$ cat src/rtl/lrg_pkg.sv
// types and constants of the line raster generator
`timescale 1ns / 1ps

package lrg_pkg;

    localparam int COORD_BITS = 12;
    localparam int COLOR_BITS = 32;
    localparam int ERR_BITS   = COORD_BITS + 1;

    localparam logic OP_START = 1'b0;
    localparam logic OP_TICK  = 1'b1;

    typedef logic [COORD_BITS-1:0] coord_t;
    typedef logic [COLOR_BITS-1:0] color_t;
    typedef logic signed [ERR_BITS-1:0] err_t;

    typedef struct packed {
        logic   opcode;
        coord_t start_x;
        coord_t start_y;
        coord_t end_x;
        coord_t end_y;
        color_t pixel_value;
    } in_word_t;

    typedef struct packed {
        coord_t out_x;
        coord_t out_y;
        color_t out_color;
        logic   last_pixel;
    } out_word_t;

    typedef struct packed {
        logic   busy;
        coord_t cur_x;
        coord_t cur_y;
        err_t   error_acc;
        coord_t steps_left;
        coord_t major_delta;
        coord_t minor_delta;
        logic   x_major;
        logic   x_move;
        logic   x_neg;
        logic   y_move;
        logic   y_neg;
        color_t line_color;
    } line_state_t;

endpackage

$ cat src/rtl/lrg_step.sv
// one bresenham step: line setup on start, next pixel on tick while a line is in progress
`timescale 1ns / 1ps

module lrg_step
    import lrg_pkg::*;
(
    input  in_word_t    word,
    input  line_state_t state,
    output line_state_t state_next,
    output out_word_t   pixel,
    output logic        emit
);

    function automatic coord_t step_coord(coord_t c, logic mv, logic neg);
        coord_t r;
        r = c;
        if (mv)
        begin
            r = neg ? c - coord_t'(1) : c + coord_t'(1);
        end
        return r;
    endfunction

    logic   x_gt, x_lt, y_gt, y_lt;
    coord_t adx, ady;
    logic   major_is_x;
    coord_t major_d, minor_d;
    err_t   err_diff;
    coord_t steps_dec;

    assign x_gt = word.end_x > word.start_x;
    assign x_lt = word.end_x < word.start_x;
    assign y_gt = word.end_y > word.start_y;
    assign y_lt = word.end_y < word.start_y;
    assign adx  = x_gt ? word.end_x - word.start_x : word.start_x - word.end_x;
    assign ady  = y_gt ? word.end_y - word.start_y : word.start_y - word.end_y;
    assign major_is_x = adx > ady;
    assign major_d    = major_is_x ? adx : ady;
    assign minor_d    = major_is_x ? ady : adx;

    assign err_diff  = state.error_acc - $signed({1'b0, state.minor_delta});
    assign steps_dec = state.steps_left - coord_t'(1);

    always_comb
    begin
        state_next = state;
        emit       = 1'b0;
        if (word.opcode == OP_START)
        begin
            state_next.x_move      = x_gt | x_lt;
            state_next.x_neg       = x_lt;
            state_next.y_move      = y_gt | y_lt;
            state_next.y_neg       = y_lt;
            state_next.x_major     = major_is_x;
            state_next.major_delta = major_d;
            state_next.minor_delta = minor_d;
            state_next.error_acc   = $signed({1'b0, major_d >> 1});
            state_next.steps_left  = major_d;
            state_next.cur_x       = word.start_x;
            state_next.cur_y       = word.start_y;
            state_next.line_color  = word.pixel_value;
            state_next.busy        = major_d != '0;
            emit                   = 1'b1;
        end
        else if (state.busy)
        begin
            // negative error means a diagonal step
            if (err_diff < 0)
            begin
                state_next.error_acc = err_diff + $signed({1'b0, state.major_delta});
                state_next.cur_x = step_coord(state.cur_x, state.x_move, state.x_neg);
                state_next.cur_y = step_coord(state.cur_y, state.y_move, state.y_neg);
            end
            else
            begin
                state_next.error_acc = err_diff;
                if (state.x_major)
                begin
                    state_next.cur_x = step_coord(state.cur_x, state.x_move, state.x_neg);
                end
                else
                begin
                    state_next.cur_y = step_coord(state.cur_y, state.y_move, state.y_neg);
                end
            end
            state_next.steps_left = steps_dec;
            state_next.busy       = steps_dec != '0;
            emit                  = 1'b1;
        end
    end

    assign pixel.out_x      = state_next.cur_x;
    assign pixel.out_y      = state_next.cur_y;
    assign pixel.out_color  = state_next.line_color;
    assign pixel.last_pixel = ~state_next.busy;

endmodule

$ cat src/rtl/line_raster_generator_top.sv
// top level of the bresenham line raster generator
`timescale 1ns / 1ps
// Input channel (in_valid/in_ready/in_data) takes one word per cycle unless
// stalled. A word with opcode start latches both endpoints and the color
// and yields the first pixel; a word with opcode tick yields the next pixel
// of the current line, or nothing when no line is in progress. A start
// during a line drops that line. Output channel (out_valid/out_ready/out_data)
// carries one pixel word; the last pixel of each line has last_pixel set.
// Output: the pixel for an accepted word is registered and shows in the cycle after acceptance.
// Throughput: one word per cycle unless stalled, set by the combinational
// step logic that feeds both the line state and the output register; a line
// of major delta N takes N+1 words (one start and N ticks).
// Stall: while the output register holds a pixel that is not taken, in_ready
// is low; in_ready stays high in a cycle in which the held pixel is taken.
// Reset: rst_n clears the line state and the output valid flag; the block is
// idle and ready in the first cycle after reset.

module line_raster_generator_top
    import lrg_pkg::*;
(
    input  logic      clk,
    input  logic      rst_n,
    input  logic      in_valid,
    output logic      in_ready,
    input  in_word_t  in_data,
    output logic      out_valid,
    input  logic      out_ready,
    output out_word_t out_data
);

    line_state_t state_reg, state_next;
    out_word_t   out_data_reg, pixel;
    logic        out_valid_reg;
    logic        emit, accept;

    lrg_step u_step (
        .word       (in_data),
        .state      (state_reg),
        .state_next (state_next),
        .pixel      (pixel),
        .emit       (emit)
    );

    assign in_ready = ~out_valid_reg | out_ready;
    assign accept   = in_valid & in_ready;

    always_ff @(posedge clk or negedge rst_n)
    begin
        if (!rst_n)
        begin
            state_reg     <= '0;
            out_valid_reg <= 1'b0;
        end
        else
        begin
            if (accept)
            begin
                state_reg     <= state_next;
                out_valid_reg <= emit;
            end
            else if (out_ready)
            begin
                out_valid_reg <= 1'b0;
            end
        end
    end

    always_ff @(posedge clk)
    begin
        if (accept && emit)
        begin
            out_data_reg <= pixel;
        end
    end

    assign out_valid = out_valid_reg;
    assign out_data  = out_data_reg;

endmodule

$ cat config.mk
export PLATFORM = sky130hd
export DESIGN_NAME = line_raster_generator_top
export DESIGN_NICKNAME = d
export VERILOG_FILES = /design/src/rtl/lrg_pkg.sv /design/src/rtl/lrg_step.sv /design/src/rtl/line_raster_generator_top.sv
export SDC_FILE = /design/constraint.sdc
export NUM_CORES = 1
export LEC_CHECK = 0
export BUFFER_PORTS_ARGS = -buffer_cell sky130_fd_sc_hd__buf_4
export CAP_MARGIN = 20
export CORE_ASPECT_RATIO = 1.4
export CORE_UTILIZATION = 50
export DETAILED_ROUTE_END_ITERATION = 10
export PLACE_DENSITY = 0.74
export SLEW_MARGIN = 15
export SYNTH_ARGS = -nofsm -noshare
export SYNTH_HDL_FRONTEND = slang
export SYNTH_SLANG_ARGS = --single-unit
$ cat constraint.sdc
create_clock -name clk -period 3.9 [get_ports clk]
set_input_delay 1.17 -clock clk [delete_from_list [all_inputs] [get_ports clk]]
set_output_delay 1.17 -clock clk [all_outputs]
set_load 0.02 [all_outputs]
* After elaboration in Yosys (flattened, before gate mapping)
Index checks and enable logic that the tools add are counted.
Operators by class: add/sub/neg operators 11, order comparisons 6, equal/unequal tests 1, mux-type cells 18, bitwise logic cells 7, reduce and logical (&&, ||, !) cells 6
Operators by type and width (number):
- 12-bit two-way mux | 10
- 50-bit two-way mux | 2
- 12-bit subtractor | 4
- 37-bit two-way mux | 1
- 12-bit greater-than comparator | 3
- 12-bit by 1-bit subtractor with 12-bit output, second input constant | 3
- 32-bit two-way mux | 1
- 12-bit by 1-bit adder with 12-bit output, second input constant | 2
- 12-bit less-than comparator | 2
- 12-bit nonzero test | 2
- 13-bit adder | 1
- 13-bit by 1-bit less-than comparator with 1-bit output, second input constant | 1
- 13-bit subtractor | 1
- 1-bit two-way mux | 4
- 2-bit AND reduction | 2
- 1-bit inverter | 3
- 1-bit bitwise OR | 3
- 2-bit by 1-bit inequality test with 1-bit output, second input constant | 1
- 2-bit nonzero test | 1
- 1-bit AND | 1
- 1-bit logical AND | 1
Word-level totals: register bits after elaboration 169, input bits 85, output and inout bits 59, logic and storage cells 67

* Longest topological paths before layout
depth after elaboration 8, gate-level depth with buffers 23, depth with buffers taken out 21

* Cells and area by module
Synthesis repeated with hierarchy kept, for this count alone.
Second synthesis, totals: cells, all modules 1374, area, all modules 13645.6 um^2
By module, submodules not included:
- lrg_step | instances 1, cells each 1077, area an instance 7387.1 um^2, sequential area each 0.0 um^2
- line_raster_generator_top | instances 1, cells each 297, area an instance 6258.5 um^2, sequential area each 4514.3 um^2

* Worst setup path before layout
Ideal clock, no wire load.
path type input port to flip-flop, start point in in_data[44] (netlist name), end point reg out_data_reg, in the netlist out_data[0] (data pin), setup time 0.132 ns, data arrival time 5.050 ns, required time 3.768 ns, setup slack -1.281 ns, stages 21, path buffers 1, cell sequence inv_1 -> ha_1 -> inv_1 -> fa_1 -> nand3_1 -> a211o_1 -> nand3_1 -> o21ai_2 -> buf_4 -> mux2_1 -> xnor2_1 -> inv_1 -> ha_1 -> nand4_1 -> nor2_1 -> o21ai_0 -> a22oi_1 -> o311a_1 -> a31oi_1 -> a2111oi_2 -> a22o_1
RTL lines:
- from (decl) | line line_raster_generator_top.sv:25 | input in_word_t in_data,
- to (signal assigned) | line line_raster_generator_top.sv:72 | out_data_reg <= pixel;
- to (decl) | line line_raster_generator_top.sv:32 | out_word_t out_data_reg, pixel;

==> results.md <==
* Final min period at 5.16 ns
* Syn Inst Count at about 1300
* Syn-to-layout area delta at 45.5%
* Hold Vio Cnt, Final at 0
* Critical path required time at between 4 and 5 ns
* Crit end category: flop
* GR Overflow Total at 0
* Status: finished, violations left
* Max Slew Vio Count at 0
* Placed insts at a little under 2000
* DRT antenna net count at 0
* Share of layout cells above drive strength 1 at 0.444
* CP startpoint kind: input pin
* Core Region at ~25000 um2
* Number of max-cap violations at 0
* Syn avg cell area at roughly 9.4 um2
* Register area share after synthesis at 0.361
* I/O pin count at 144
* Class of the worst hold path: flop to flop
* Gpl congestion at about 0.95
* DR vias at between 10000 and 15000
* Fin crit share at 1.32
* Final setup vio count at 50
* Initial cell density of the core at 0.508
* Reg clk slew, reported paths at 0.08 ns
* GRT Total Usage at 0.337
* Seq cells post-synth at between 150 and 200
* Die Y at about 190 um
* Tightest Pin Transition at 1.39 ns
* Clock skew at about 0.022 ns
* Routed WL at 44300 um
* Clock Sinks at around 170
* Syn. warnings at 0
* Netlist cell types at 88
* Setup slack after layout at -1.26 ns
* Buffers on Ports at ~140
* Crit Path Class: input pin to flop
* Min Hold Slack at between 0.4 and 0.5 ns
* Detail Placement HPWL at about 29000 um
* FP Rows at 68
* Top_reg_cell synth: dfrtp_1
* Skew-Pair Late Insertion Delay at between 0.4 and 0.5 ns
* CTS Root Cell: clkbuf_16
* PwrDens at roughly 770 nW/um2
* Htree depth at 4
* Power Total at 14.0 mW
* Async set-reset flop share out of synthesis at 0.663
* Slew HR at 0.0696
* Syn Nets at about 1500
* Synth Cell Area at roughly 13000 um2
* Cts hold-fix bufs at 0
* DRC Markers at 1
* Post-synth EDFFs at 57
* Largest net degree at the start of global routing at 93
* Inserted Clock Buffers at 17
* Post-DR vias/cell at 6.05
* Nets at ~2000
* First-pass GRT wire length at 66200 um
* Layout Utilization at 0.740
* Clk buf depth at 2
* CP Max Fanout at 4
* FMAX at between 150 and 200 MHz
* Setup TNS at -48.22 ns
* Die width at 136 um
* Max reg flops at between 100 and 150
* CTS tree: done
* Initial antenna violation count at 1
* Mean routed wirelength per cell at around 21 um
* Die area at roughly 26000 um2
* Failing checks: DRC, setup timing
* DR pass1 iterations at 9
* Unrepaired setup endpoints after global routing: true
* Worst EP arrival at roughly 5.5 ns
* Leak pwr at 8.28 nW
* Layout Cells excl Fill at 2094
* Number of global-route vias before repair at around 13000
* VDD IR max at approximately 0.46 mV
* DRT iter0 DRCs at 994
[worst max-delay path, cell delays in order]
cell	delay [ns]
buf_8	0.08
clkinvlp_4	0.18
ha_4	0.33
nand4_1	0.12
buf_4	0.18
a211oi_4	0.27
a211oi_4	0.11
buf_6	0.16
nor4b_4	0.35
o21ai_0	0.19
o31a_1	0.18
ha_1	0.35
a41oi_2	0.21
a21oi_2	0.08
a211oi_2	0.20
buf_4	0.16
a22oi_2	0.10
buf_4	0.17
a211oi_2	0.24
a32oi_2	0.14
a2111oi_4	0.25
a22o_1	0.22
[where the power goes]
part	switching, mW	internal (mW)	leakage [nW]
clock network	0.834	0.856	0.280
registers	0.435	2.48	1.85
logic	4.87	4.52	6.15
total	6.14	7.86	8.28
[stage by stage]
step	worst slack (ns)	area [um2]
floorplan	-0.867	12800
global placement	-1.46	15700
detailed placement	-1.66	15700
CTS	-0.863	17700
global route	-1.33	18200
finish	-1.26	18200
[worst paths after layout]
kind / cells past startpoint / from / slack [ns] / endpoint
worst max register to register: 20 / state_reg[73] / 0.17 / state_reg[85]
worst min-delay path: 2 / state_reg[54] / 0.48 / state_reg[54]
max in group asynchronous: 2 / rst_n / 2.33 / state_reg[93]
min in group asynchronous: 1 / rst_n / 0.78 / state_reg[5]
worst min register to register: 2 / state_reg[54] / 0.48 / state_reg[54]
worst max-delay path: 22 / in_data[67] / -1.26 / out_data[0]
[cells in the final DEF (no fill, tap or decap), drive strengths merged, types with 25 or more instances in the layout]
master	n
nor3	34
mux2i	28
xnor2	30
o21ai	75
nor2	93
edfxtp	57
inv	118
mux2	83
ha	104
dfrtp	112
a211oi	25
a21oi	97
buf	479
nand2	104
[synth_stat cells (8+ instances only)]
| master | instances | area, um2 |
|---|---|---|
| a211oi_1 | 22 | 165 |
| a21o_1 | 22 | 165 |
| a21oi_1 | 97 | 485 |
| a31oi_1 | 18 | 113 |
| and3_1 | 8 | 50.1 |
| buf_2 | 19 | 95.1 |
| clkbuf_1 | 34 | 128 |
| dfrtp_1 | 112 | 2800 |
| edfxtp_1 | 57 | 1710 |
| fa_1 | 8 | 160 |
| ha_1 | 104 | 1300 |
| inv_1 | 112 | 420 |
| mux2_2 | 82 | 923 |
| mux2i_1 | 28 | 280 |
| nand2_1 | 104 | 390 |
| nand2b_1 | 11 | 68.8 |
| nand3_1 | 21 | 105 |
| nor2_1 | 92 | 345 |
| nor2b_1 | 17 | 106 |
| nor3_1 | 33 | 165 |
| o211ai_1 | 16 | 120 |
| o21a_1 | 21 | 158 |
| o21ai_0 | 70 | 350 |
| o21bai_1 | 9 | 67.6 |
| o22ai_1 | 11 | 68.8 |
| or3_1 | 12 | 75.1 |
| xnor2_1 | 28 | 245 |
| xor2_1 | 16 | 140 |
[cells by family (layout without fill, tap and decap cells)]
| group | count (synthesis) | after routing | synth area share |
|---|---|---|---|
| buffers and inverters | 173 | 623 | 0.0547 |
| multiplexers | 111 | 111 | 0.0972 |
| adder cells (fa/ha/maj) | 112 | 112 | 0.117 |
| other | 0 | 1 | 0 |
| XOR/XNOR | 47 | 47 | 0.0356 |
| AND/OR/NAND/NOR | 340 | 340 | 0.130 |
| AO/OA/AOI/OAI | 376 | 376 | 0.204 |
| flip-flops | 169 | 169 | 0.361 |
[layer usage]
layer | vias to the layer above | part of all wire | track usage
li1 | 5682 | - | -
met1 | 6096 | 0.35 | 0.363
met2 | 636 | 0.50 | 0.591
met3 | 258 | 0.060 | 0.0544
met4 | 0 | 0.088 | 0.240
met5 | - | 0 | 0
[cell type report]
cell class / instances / area, um2
Antenna cell: 1 / 2.50
Fill cell: 1616 / 6390
Sequential cell: 169 / 4510
Clock buffer: 17 / 425
Clock inverter: 15 / 158
Inverter: 112 / 444
Timing Repair Buffer: 479 / 3870
Tap cell: 315 / 394
Multi-Input combinational cell: 986 / 8390
[what timing repair did]
action	CTS	global route
gates resized for setup	148	84
buffers inserted	95	28
pin swaps	87	50
endpoints found under the setup margin	51	52
Power figures use the tool's default switching activity.
